===== src/rtl/core/dsao_pkg.sv =====
// ----------------------------------------------------------------------------
// Dual-stack address orderer package
// Entry record, preference scoring and shared constants.
// ----------------------------------------------------------------------------
`default_nettype none

package dsao_pkg;

  localparam int TAG_W  = 16;
  localparam int PREF_W = 5;

  localparam logic [1:0] FAM_NONE = 2'd0;
  localparam logic [1:0] FAM_V6   = 2'd2;
  localparam logic [2:0] SCOPE_MAX = 3'd5;

  typedef struct packed {
    logic [TAG_W-1:0]  tag;
    logic signed [PREF_W-1:0] pref;
    logic              v6;
  } entry_t;

  typedef enum logic [1:0] {
    ST_LOAD,
    ST_SPLIT,
    ST_EMIT
  } state_t;

  function automatic entry_t make_entry(input logic [TAG_W-1:0] tag,
                                        input logic [2:0] scope,
                                        input logic [1:0] fam,
                                        input logic mapped);
    entry_t e;
    logic [2:0] rank;
    e.tag = tag;
    e.v6  = (fam == FAM_V6) && !mapped;
    rank  = (scope <= SCOPE_MAX) ? scope : 3'd0;
    if (fam == FAM_NONE) e.pref = -5'sd1;
    else e.pref = $signed({1'b0, rank, e.v6});
    return e;
  endfunction

endpackage

`default_nettype wire


===== src/rtl/core/dsao_sort_cell.sv =====
// ----------------------------------------------------------------------------
// Sorting cell
// Holds one entry of the descending insertion chain; can also shift
// towards the head for draining.
// ----------------------------------------------------------------------------
`default_nettype none

module dsao_sort_cell
  import dsao_pkg::*;
(
  input  wire logic   clk,
  input  wire logic   rst,
  input  wire logic   clear,
  input  wire logic   insert,
  input  wire logic   shift,
  input  wire entry_t new_entry,
  input  wire logic   prev_valid,
  input  wire logic   prev_takes,
  input  wire entry_t prev_entry,
  input  wire logic   next_valid,
  input  wire entry_t next_entry,
  output logic        valid,
  output logic        takes,
  output entry_t      entry
);

  logic here;

  // Strict compare keeps equal preferences in arrival order.
  assign here  = !valid || (entry.pref < new_entry.pref);
  assign takes = here;

  always_ff @(posedge clk) begin
    if (rst || clear) begin
      valid <= 1'b0;
    end else if (shift) begin
      valid <= next_valid;
      entry <= next_entry;
    end else if (insert && here) begin
      // Behind the insertion point every cell takes over its predecessor.
      if (prev_takes) begin
        valid <= prev_valid;
        entry <= prev_entry;
      end else begin
        valid <= 1'b1;
        entry <= new_entry;
      end
    end
  end

endmodule

`default_nettype wire


===== src/rtl/core/dsao_fifo_cell.sv =====
// ----------------------------------------------------------------------------
// Queue cell
// One stage of a shift-towards-head queue used per address family.
// ----------------------------------------------------------------------------
`default_nettype none

module dsao_fifo_cell
  import dsao_pkg::*;
(
  input  wire logic   clk,
  input  wire logic   rst,
  input  wire logic   clear,
  input  wire logic   pop,
  input  wire logic   push_here,
  input  wire entry_t push_entry,
  input  wire logic   next_valid,
  input  wire entry_t next_entry,
  output logic        valid,
  output entry_t      entry
);

  always_ff @(posedge clk) begin
    if (rst || clear) begin
      valid <= 1'b0;
    end else if (push_here) begin
      valid <= 1'b1;
      entry <= push_entry;
    end else if (pop) begin
      valid <= next_valid;
      entry <= next_entry;
    end
  end

endmodule

`default_nettype wire


===== src/rtl/core/dual_stack_address_orderer.sv =====
// ----------------------------------------------------------------------------
// Dual-stack address orderer
// Sorts candidate destinations by preference; up to a set limit, interleaves families.
// ----------------------------------------------------------------------------
// Loading inserts each entry into a sorted chain of cells.
// On the closing entry, a split pass moves the sorted list into the family
// queues (all into q4 when not interleaving); emission then gives one
// result per cycle while m_axis_tready is high.
// Reset empties the chain, clears count and overflow and sets the limit to 16.
`default_nettype none

module dual_stack_address_orderer
  import dsao_pkg::*;
#(
  parameter int STORE_DEPTH = 32
) (
  input  wire logic        clk,
  input  wire logic        rst,
  input  wire logic        cfg_we,
  input  wire logic [5:0]  cfg_wdata,
  input  wire logic        s_axis_tvalid,
  output logic             s_axis_tready,
  // tdata: entry_tag[15:0], scope_class[18:16], addr_family[20:19],
  // v4_mapped[21], zeros[23:22]
  input  wire logic [23:0] s_axis_tdata,
  input  wire logic        s_axis_tlast,
  output logic             m_axis_tvalid,
  input  wire logic        m_axis_tready,
  // tdata: out_tag[15:0], preference[20:16], native_v6[21], overflowed[22], zero[23]
  output logic [23:0]      m_axis_tdata,
  output logic             m_axis_tlast
);

  localparam int CW = $clog2(STORE_DEPTH + 1);
  localparam int N  = STORE_DEPTH;

  state_t state, state_next;
  logic [5:0]    interleave_limit;
  logic [CW-1:0] entry_count, left;
  logic          overflow_flag;
  logic          take6;

  entry_t in_e;
  logic   acc_in, full, ins, shift_s, clear_all;

  logic   sv [N+2];
  entry_t se [N+2];
  logic   st [N+1];
  logic   f6v [N+1], f4v [N+1];
  entry_t f6e [N+1], f4e [N+1];
  logic [CW-1:0] n6, n4;
  logic   pop6, pop4, push6, push4, use6, interleave;

  assign in_e = make_entry(s_axis_tdata[15:0], s_axis_tdata[18:16],
                           s_axis_tdata[20:19], s_axis_tdata[21]);
  assign s_axis_tready = (state == ST_LOAD);
  assign acc_in = s_axis_tvalid && s_axis_tready;
  assign full   = (entry_count == CW'(N));
  assign ins    = acc_in && !full;

  assign sv[0] = 1'b0; assign se[0] = '0; assign st[0] = 1'b0;
  assign sv[N+1] = 1'b0; assign se[N+1] = '0;
  assign f6v[N] = 1'b0; assign f6e[N] = '0;
  assign f4v[N] = 1'b0; assign f4e[N] = '0;

  assign push6 = shift_s && sv[1] && interleave && se[1].v6;
  assign push4 = shift_s && sv[1] && !(interleave && se[1].v6);

  genvar g;
  generate
    for (g = 0; g < N; g++) begin : g_cells
      // Cell g drives index g+1; its neighbours sit at g and g+2.
      dsao_sort_cell u_sort (
        .clk, .rst, .clear(clear_all), .insert(ins), .shift(shift_s),
        .new_entry(in_e), .prev_valid(sv[g]), .prev_takes(st[g]),
        .prev_entry(se[g]), .next_valid(sv[g+2]), .next_entry(se[g+2]),
        .valid(sv[g+1]), .takes(st[g+1]), .entry(se[g+1])
      );
      dsao_fifo_cell u_q6 (
        .clk, .rst, .clear(clear_all), .pop(pop6),
        .push_here(push6 && (n6 == CW'(g))), .push_entry(se[1]),
        .next_valid(f6v[g+1]), .next_entry(f6e[g+1]),
        .valid(f6v[g]), .entry(f6e[g])
      );
      dsao_fifo_cell u_q4 (
        .clk, .rst, .clear(clear_all), .pop(pop4),
        .push_here(push4 && (n4 == CW'(g))), .push_entry(se[1]),
        .next_valid(f4v[g+1]), .next_entry(f4e[g+1]),
        .valid(f4v[g]), .entry(f4e[g])
      );
    end
  endgenerate

  // Chain head index 0 is the cell g=0, so its outputs sit in sv[1]/se[1].
  assign interleave = (entry_count >= CW'(2)) &&
                      (32'(interleave_limit) >= 32'(entry_count));

  // Without interleaving the v6 queue is unused: everything goes through q4.
  always_comb begin
    if (!f6v[0]) use6 = 1'b0;
    else if (!f4v[0]) use6 = 1'b1;
    else use6 = take6;
  end

  logic emit_fire;
  assign m_axis_tvalid = (state == ST_EMIT);
  assign emit_fire = m_axis_tvalid && m_axis_tready;
  assign pop6 = emit_fire && use6;
  assign pop4 = emit_fire && !use6;
  assign m_axis_tlast = (left == CW'(1));
  always_comb begin
    entry_t o;
    o = use6 ? f6e[0] : f4e[0];
    m_axis_tdata = {1'b0, overflow_flag, o.v6, o.pref, o.tag};
  end

  always_comb begin
    state_next = state;
    shift_s    = 1'b0;
    clear_all  = 1'b0;
    unique case (state)
      ST_LOAD:  if (acc_in && s_axis_tlast) state_next = ST_SPLIT;
      ST_SPLIT: begin
        shift_s = sv[1];
        if (!sv[1]) state_next = (entry_count == '0) ? ST_LOAD : ST_EMIT;
      end
      ST_EMIT: if (emit_fire && left == CW'(1)) begin
        state_next = ST_LOAD;
        clear_all  = 1'b1;
      end
      default: state_next = ST_LOAD;
    endcase
  end

  always_ff @(posedge clk) begin
    if (rst) begin
      state <= ST_LOAD;
      interleave_limit <= 6'd16;
      entry_count <= '0;
      overflow_flag <= 1'b0;
      n6 <= '0; n4 <= '0; left <= '0; take6 <= 1'b0;
    end else begin
      state <= state_next;
      if (cfg_we) interleave_limit <= cfg_wdata;
      if (ins) entry_count <= entry_count + CW'(1);
      if (acc_in && full) overflow_flag <= 1'b1;
      if (state == ST_SPLIT && state_next == ST_LOAD) begin
        overflow_flag <= 1'b0;
      end
      if (shift_s) begin
        if (interleave && se[1].v6) n6 <= n6 + CW'(1);
        else n4 <= n4 + CW'(1);
        if (n6 == '0 && n4 == '0) take6 <= interleave && se[1].v6;
      end
      if (state == ST_SPLIT && !sv[1]) left <= entry_count;
      if (emit_fire) begin
        left  <= left - CW'(1);
        take6 <= !use6;
      end
      if (clear_all) begin
        entry_count <= '0; overflow_flag <= 1'b0;
        n6 <= '0; n4 <= '0;
      end
    end
  end

endmodule

`default_nettype wire

===== config.mk =====
export PLATFORM = sky130hd
export DESIGN_NAME = dual_stack_address_orderer
export DESIGN_NICKNAME = d
export VERILOG_FILES = /design/src/rtl/core/dsao_pkg.sv /design/src/rtl/core/dsao_sort_cell.sv /design/src/rtl/core/dsao_fifo_cell.sv /design/src/rtl/core/dual_stack_address_orderer.sv
export SDC_FILE = /design/constraint.sdc
export NUM_CORES = 2
export LEC_CHECK = 0
export BUFFER_PORTS_ARGS = -buffer_cell sky130_fd_sc_hd__buf_2
export CAP_MARGIN = 20
export CORE_ASPECT_RATIO = 1.4
export CORE_UTILIZATION = 35
export CTS_BUF_LIST = sky130_fd_sc_hd__clkbuf_8
export DETAILED_ROUTE_END_ITERATION = 12
export SLEW_MARGIN = 20
export SYNTH_ARGS = -nofsm -noshare
export SYNTH_HDL_FRONTEND = slang
export SYNTH_SLANG_ARGS = --single-unit

===== constraint.sdc =====
create_clock -name clk -period 7 [get_ports clk]
set_clock_uncertainty 0.05 [all_clocks]
set_input_delay 0.35 -clock clk [delete_from_list [all_inputs] [get_ports clk]]
set_output_delay 0.35 -clock clk [all_outputs]
set_load 0.02 [all_outputs]

Yosys cells after proc, flatten, opt, wreduce, memory -nomap -nowiden
Index checks and enable logic that the tools add are counted.

Register bits after elaboration: 2242. Latch bits: 0. RAM bits: 0. Bits in read-only memories: 0. Input port bits: 36. Output and inout bits: 27. Logic and storage cells: 1351. Memories kept: 0.

Add/subtract/negate cells: 4. Multipliers: 0. Div/mod/pow operators: 0. Magnitude comparators: 35. Eq/ne operators: 67. Shift operators: 0. Muxes and demuxes: 461. Bitwise logic cells: 2. Reduce and logical (&&, ||, !) cells: 390.

Operator list (count): $mux 22 (223); $mux 1 (229); $reduce_and 2->1 (99); $reduce_bool 2->1 (99); $eq 6x5->1 const B (32); $lt 5x5->1 (32); $logic_and 1x1->1 (114); $eq 6x4->1 const B (16); $eq 6x3->1 const B (8); $logic_not 1->1 (36); $logic_or 1x1->1 (33); $eq 6x2->1 const B (4); $add 6x1->6 const B (3); $eq 6x1->1 const B (3); $logic_not 6->1 (3); $mux 6 (2); $mux 2 (4); $eq 6x6->1 const B (1); $ge 6x2->1 const B (1); $ge 6x6->1 (1); $logic_not 2->1 (3); $pmux 2 s3 (1); $sub 6x1->6 const B (1); $mux 5 (1); 7 further kinds (10).

Depth between registers and ports, before layout
Depth in word-level cells: 8. Depth in mapped cells: 13. Gate-level depth less buffers: 10.

Cells and area by module
Synthesis repeated with hierarchy kept, for this count alone.

Cell total of the unflattened synthesis: 7765. Area total of the unflattened synthesis: 113901.7 um^2.

By module, submodules not included: dsao_fifo_cell (times used 64, cells an instance 53, area each 1077.3 um^2, seq. area each 680.7 um^2); dsao_sort_cell (times used 32, cells an instance 125, area each 1318.8 um^2, seq. area each 680.7 um^2); dual_stack_address_orderer (times used 1, cells an instance 373, area each 2755.1 um^2, seq. area each 680.7 um^2).

Least setup slack after synthesis
No wires, ideal clock.

Path kind: input to register. Start point: input s_axis_tdata[20]. End point: register g_cells[29].u_sort.entry[0] (netlist name), enable pin. Setup time: 0.432 ns. Data arrival time: 5.241 ns. Data required time: 6.518 ns. Path slack: 1.277 ns. Cell stages on the path: 11. Buffers on the path: 3. Path through: buf_2 > nor2_2 > clkbuf_1 > a21oi_1 > ha_1 > a21o_1 > a21oi_1 > o211a_1 > buf_2 > a21boi_1 > o21ai_0.

Longest elaborated chain between the ends: 8. Elaborated cells between the ends (all ways): 9. Those cells by class: order compare (1); eq/ne (1); mux (1); reduce/logical (6).

RTL lines: from (decl) (line dual_stack_address_orderer.sv:25) `input wire logic [23:0] s_axis_tdata,`; $eq 2x2->1 (line dsao_pkg.sv:35) `e.v6 = (fam == FAM_V6) && !mapped;`; $logic_and 1x1->1 (line dsao_pkg.sv:35); $mux 5 * (line dsao_pkg.sv:37) `if (fam == FAM_NONE) e.pref = -5'sd1;`; $lt 5x5->1 * (line dsao_sort_cell.sv:30) `assign here = !valid || (entry.pref < new_entry.pref);`; $logic_or 1x1->1 * (line dsao_sort_cell.sv:30); $logic_and 1x1->1 * (line dsao_sort_cell.sv:39) `end else if (insert && here) begin`; $reduce_bool 2->1 (no line) *; $reduce_and 2->1 (no line) *; to (signal assigned) (line dsao_sort_cell.sv:38) `entry <= next_entry;`; to (signal assigned) (line dsao_sort_cell.sv:43) `entry <= prev_entry;`; to (signal assigned) (line dsao_sort_cell.sv:46) `entry <= new_entry;`; to (decl) (line dsao_sort_cell.sv:24) `output entry_t entry`.

Every way passes the cells marked *; elsewhere a longest branch is shown, timed or not. A chain may end at the register's enable or synchronous reset.

Worst setup path after layout
Start point: register entry_count[5]. End point: register g_cells[5].u_q4.entry[14] (netlist name), enable pin.

Longest elaborated chain between the ends: 8. Elaborated cells between the ends (all ways): 9. Those cells by class: order compare (2); reduce/logical (7).

RTL lines: from (decl) (line dual_stack_address_orderer.sv:39) `logic [CW-1:0] entry_count, left;`; from (signal assigned) (line dual_stack_address_orderer.sv:145) `if (ins) entry_count <= entry_count + CW'(1);`; $ge 6x2->1 or $ge 6x6->1 (tied branches) (line dual_stack_address_orderer.sv:95, dual_stack_address_orderer.sv:96); $logic_and 1x1->1 * (line dual_stack_address_orderer.sv:95) `assign interleave = (entry_count >= CW'(2)) &&`; $logic_and 1x1->1 * (line dual_stack_address_orderer.sv:67) `assign push4 = shift_s && sv[1] && !(interleave && se[1].v6);`; $logic_not 1->1 * (line dual_stack_address_orderer.sv:67); $logic_and 1x1->1 * (line dual_stack_address_orderer.sv:67); $logic_and 1x1->1 * (line dual_stack_address_orderer.sv:87) `.push_here(push4 && (n4 == CW'(g))), .push_entry(se[1]),`; $reduce_bool 2->1 (no line) *; $reduce_and 2->1 (no line) *; to (signal assigned) (line dsao_fifo_cell.sv:27) `entry <= push_entry;`; to (signal assigned) (line dsao_fifo_cell.sv:30) `entry <= next_entry;`; to (decl) (line dsao_fifo_cell.sv:19) `output entry_t entry`.

Marked as above.

==> out/results.tsv <==
stage	metric	value	unit
route	drc	0	
route	dr_total_vias	77000	
layout	final_common_cell	edfxtp_1	
clock_network	ctsHoldBuffers	22	
synthesis	syn_avg_cell_area	12.6	um2
synthesis	ys_seq_area_share	56.6	%
min_path	holdPathEnd	g_cells[31].u_sort.entry[12]$_SDFFCE_PP0P_	
route	routed_via_density	5.63	
timing	final-hold-violation-count	0	
layout	mostFrequentLayoutCells	2,112 x edfxtp_1, 798 x mux2_2, 605 x a21oi_1	
timing	grt_setup_unrepaired	no	
floorplan	core	331000	um2
timing	layout_setup_ws	2.31	ns
synthesis	muxShareOfSynthArea	17.5	%
placement	dpl_worst_slack	1.75	ns
setup_path	worstPathRequired	7.53	ns
route	wl_per_cell	22.5	um
global_route	grt-ovfl-total	0	
clock_network	clk-insertion-delay-late	1.00	ns
clock_network	clk_transition_reported_paths	0.06	ns
synthesis	synth_fa_ha_area_share	1.24	%
synthesis	synth_top_cell_area_share	54.4	%
route	wl	308	mm
layout	fin_cells	13700	
global_route	grt_max_degree	236	
synthesis	synthXorXnorAreaFrac	0.105	%
global_route	grtUsageTotal	17.9	%
min_path	whs_path_depth	3	
setup_path	reg2reg_setup_slack	2.31	ns
floorplan	ios	63	
placement	portBuffers	59	
floorplan	die_x	490	um
synthesis	synth_area_leaders	edfxtp_1 54%, mux2_2 7.7%, mux2_1 5.4%, mux2i_1 4.4%, o221ai_1 3.5%	
setup_path	path_max_fanout	34	
synthesis	synth-async-reset-ratio	0	%
synthesis	synth_compound_area_share	13.8	%
synthesis	synthSimpleGateAreaFrac	7.23	%
clock_network	ctsHtreeMaxLevel	5	
layout	layout-drive-gt1-share	18.3	%
setup_path	cp.arrival	5.22	ns
setup_path	cpMostUsedCell	buf_4	
synthesis	syn_area	117000	um2
setup_path	crit_slowest_cell	a21oi_4	
placement	placedCellCount	12900	
layout	syn2layout_area_growth	10.0	%
min_path	hp-start	s_axis_tdata[6]	
status	status	finished clean	
setup_path	reg2reg_from	entry_count[5]$_SDFFE_PN0P_	
route	drt_iter0_drc	6058	
global_route	grt_pass1_wl	472	mm
synthesis	synth_top_family_by_area	multiplexers	
timing	period_needed	4.69	ns
synthesis	ys_types	71	
setup_path	endpoint_kind	flop	
synthesis	synth.largest_area_cell	edfxtp_1	
setup_path	cp-start-kind	flop	
placement	dp_hpwl	196	mm
setup_path	path_class	flop to flop	
setup_path	slowest_delay	0.90	ns
power_and_ir_drop	leakage	45.1	nW
clock_network	ctsLongestPathBuffers	4	
layout	final_nets	9090	
floorplan	start_util	35.2	%
timing	setup_tns	0	ns
floorplan	rows	250	
timing	tightestPinTransition	1.36	ns
timing	slew_violations	0	
synthesis	yosys_warnings	0	
floorplan	die_y	685	um
timing	fin_crit_sh	66.9	%
clock_network	ctsResizeCount	0	
timing	setup_viol	0	
clock_network	cts_tree	built	
synthesis	syn_nets	9394	
run	cap_viol_max_count	0	
layout	nFillCells	31100	
synthesis	synth_ff_type	edfxtp_1	
power_and_ir_drop	ir_drop	0.000170	V
clock_network	clock_sinks	2242	
clock_network	post_cts_buffers	0	
synthesis	syn-instance-count	9243	
synthesis	ys_ff_latch	2242	
global_route	antenna_found_initial	10	
min_path	hp-class	input pin to flop	
floorplan	dieArea	335000	um2
timing	max_freq	213	MHz
setup_path	regToRegEndpoint	g_cells[5].u_q4.entry[14]$_DFFE_PP_	
route	antenna_left	0	
route	drtPass1Iterations	6	
setup_path	rr_worst_depth	9	
global_route	grt_pass1_vias	79800	
timing	slew_headroom	9.20	%
clock_network	cts_buffers	384	
timing	hold_ws	0.139	ns
clock_network	cts-root-buf	clkbuf_8	
placement	gp_congestion	0.838	
power_and_ir_drop	cellPowerDensity	242	nW/um2
setup_path	path_cells	inv_1 > ha_1 > and3_1 > a221oi_2 > buf_4 > nand2b_2 > buf_4 > nand3_2 > a21oi_4	
synthesis	synth_edf_count	2112	
[sequential cells by signal (all words and copies together), names as in the netlist]
| name | count |
|---|---|
| overflow_flag | 1 |
| g_cells.u_sort.entry | 704 |
| left | 6 |
| g_cells.u_sort.valid | 32 |
| entry_count | 6 |
| take6 | 1 |
| g_cells.u_q4.entry | 704 |
| n6 | 6 |
| g_cells.u_q6.valid | 32 |
| g_cells.u_q4.valid | 32 |
| state | 2 |
| n4 | 6 |
| interleave_limit | 6 |
| g_cells.u_q6.entry | 704 |
[power breakdown]
part | switching (W) | internal, W | leakage, nW
Clock | 0.00548 | 0.00548 | 4.02
Combinational | 0.00251 | 0.00168 | 20.9
Sequential | 0.000597 | 0.0152 | 20.2
Total | 0.00859 | 0.0224 | 45.1
[worst max path at each step]
| stage | from | endpoint | slack [ns] | cells after the start |
|---|---|---|---|---|
| 2_1_floorplan | s_axis_tdata[20] | g_cells[29].u_sort.entry[0]$_DFFE_PP_ | 1.28 | 11 |
| 3_3_place_gp | s_axis_tdata[20] | g_cells[18].u_sort.entry[18]$_DFFE_PP_ | 1.93 | 10 |
| 3_5_place_dp | s_axis_tdata[20] | g_cells[17].u_sort.entry[7]$_DFFE_PP_ | 1.75 | 10 |
| 4_1_cts | entry_count[5]$_SDFFE_PN0P_ | g_cells[14].u_q4.entry[12]$_DFFE_PP_ | 2.18 | 9 |
| 5_1_grt | entry_count[5]$_SDFFE_PN0P_ | g_cells[6].u_q4.entry[5]$_DFFE_PP_ | 2.09 | 9 |
| 6_report | entry_count[5]$_SDFFE_PN0P_ | g_cells[5].u_q4.entry[14]$_DFFE_PP_ | 2.31 | 9 |
[metrics by stage]
stage	utilization [%]	total power, W	area [um2]
after CTS	38.6	0.0312	128000
after floorplan	-	0.0190	117000
after detailed placement	36.5	0.0202	121000
after global routing	38.7	0.0322	128000
final	38.7	0.0310	128000
after global placement	36.4	0.0201	121000
[synth_stat cells (all sizes together), types with 4 or more instances]
cell type / number
a31oi: 121
nand3: 133
edfxtp: 2112
nor3: 47
and3: 8
o21ai: 310
o211ai: 31
o31a: 27
ha: 115
nor2: 202
clkbuf: 757
nor4: 31
a2111o: 27
a21boi: 58
xor2: 4
a211oi: 9
inv: 49
nand2b: 530
buf: 205
nand3b: 29
a2111oi: 4
a21o: 499
o211a: 29
o221ai: 466
nand2: 473
xnor2: 10
nor2b: 62
a22oi: 87
mux2: 1356
dfxtp: 130
or3: 45
a21oi: 670
o2111ai: 4
mux2i: 518
and2: 48
[logic make-up after synthesis]
kind of cell               count (synthesis)
AOI/OAI and AO/OA                       2362
DFF                                     2242
muxes                                   1874
and+or+nand+nor                         1622
buffers and inverters                   1012
adders and majority gates                116
xor gates and xnor gates                  14
other                                      1
[routing by layer]
metal  vias up  part of all wire (%)  global-route usage, %
li1      34900                     -                      -
met1     38500                    38                   19.9
met2      2661                    52                   32.5
met3       910                   5.0                   2.54
met4         6                   5.1                   9.50
met5         -                 0.013                      0
[worst max-delay path: cells and delay by family (launching register included)]
family                   cells  cell delay, ns
buffers and inverters        3            0.71
AO/OA/AOI/OAI                2            1.13
flip-flops                   1            0.49
adder cells (fa/ha/maj)      1            0.32
AND/OR/NAND/NOR              3            1.54
[area by class of cell]
type,instances,area (um2),area share (%)
Clock buffer,390,5370,4.19
Antenna cell,10,25.0,0.0195
Multi-Input combinational cell,5989,47600,37.1
Tap cell,4410,5520,4.30
Inverter,50,190,0.148
Clock inverter,296,1490,1.16
Timing Repair Buffer,272,2070,1.61
Sequential cell,2242,66000,51.5
No activity file was read; power rests on OpenSTA's default activity.
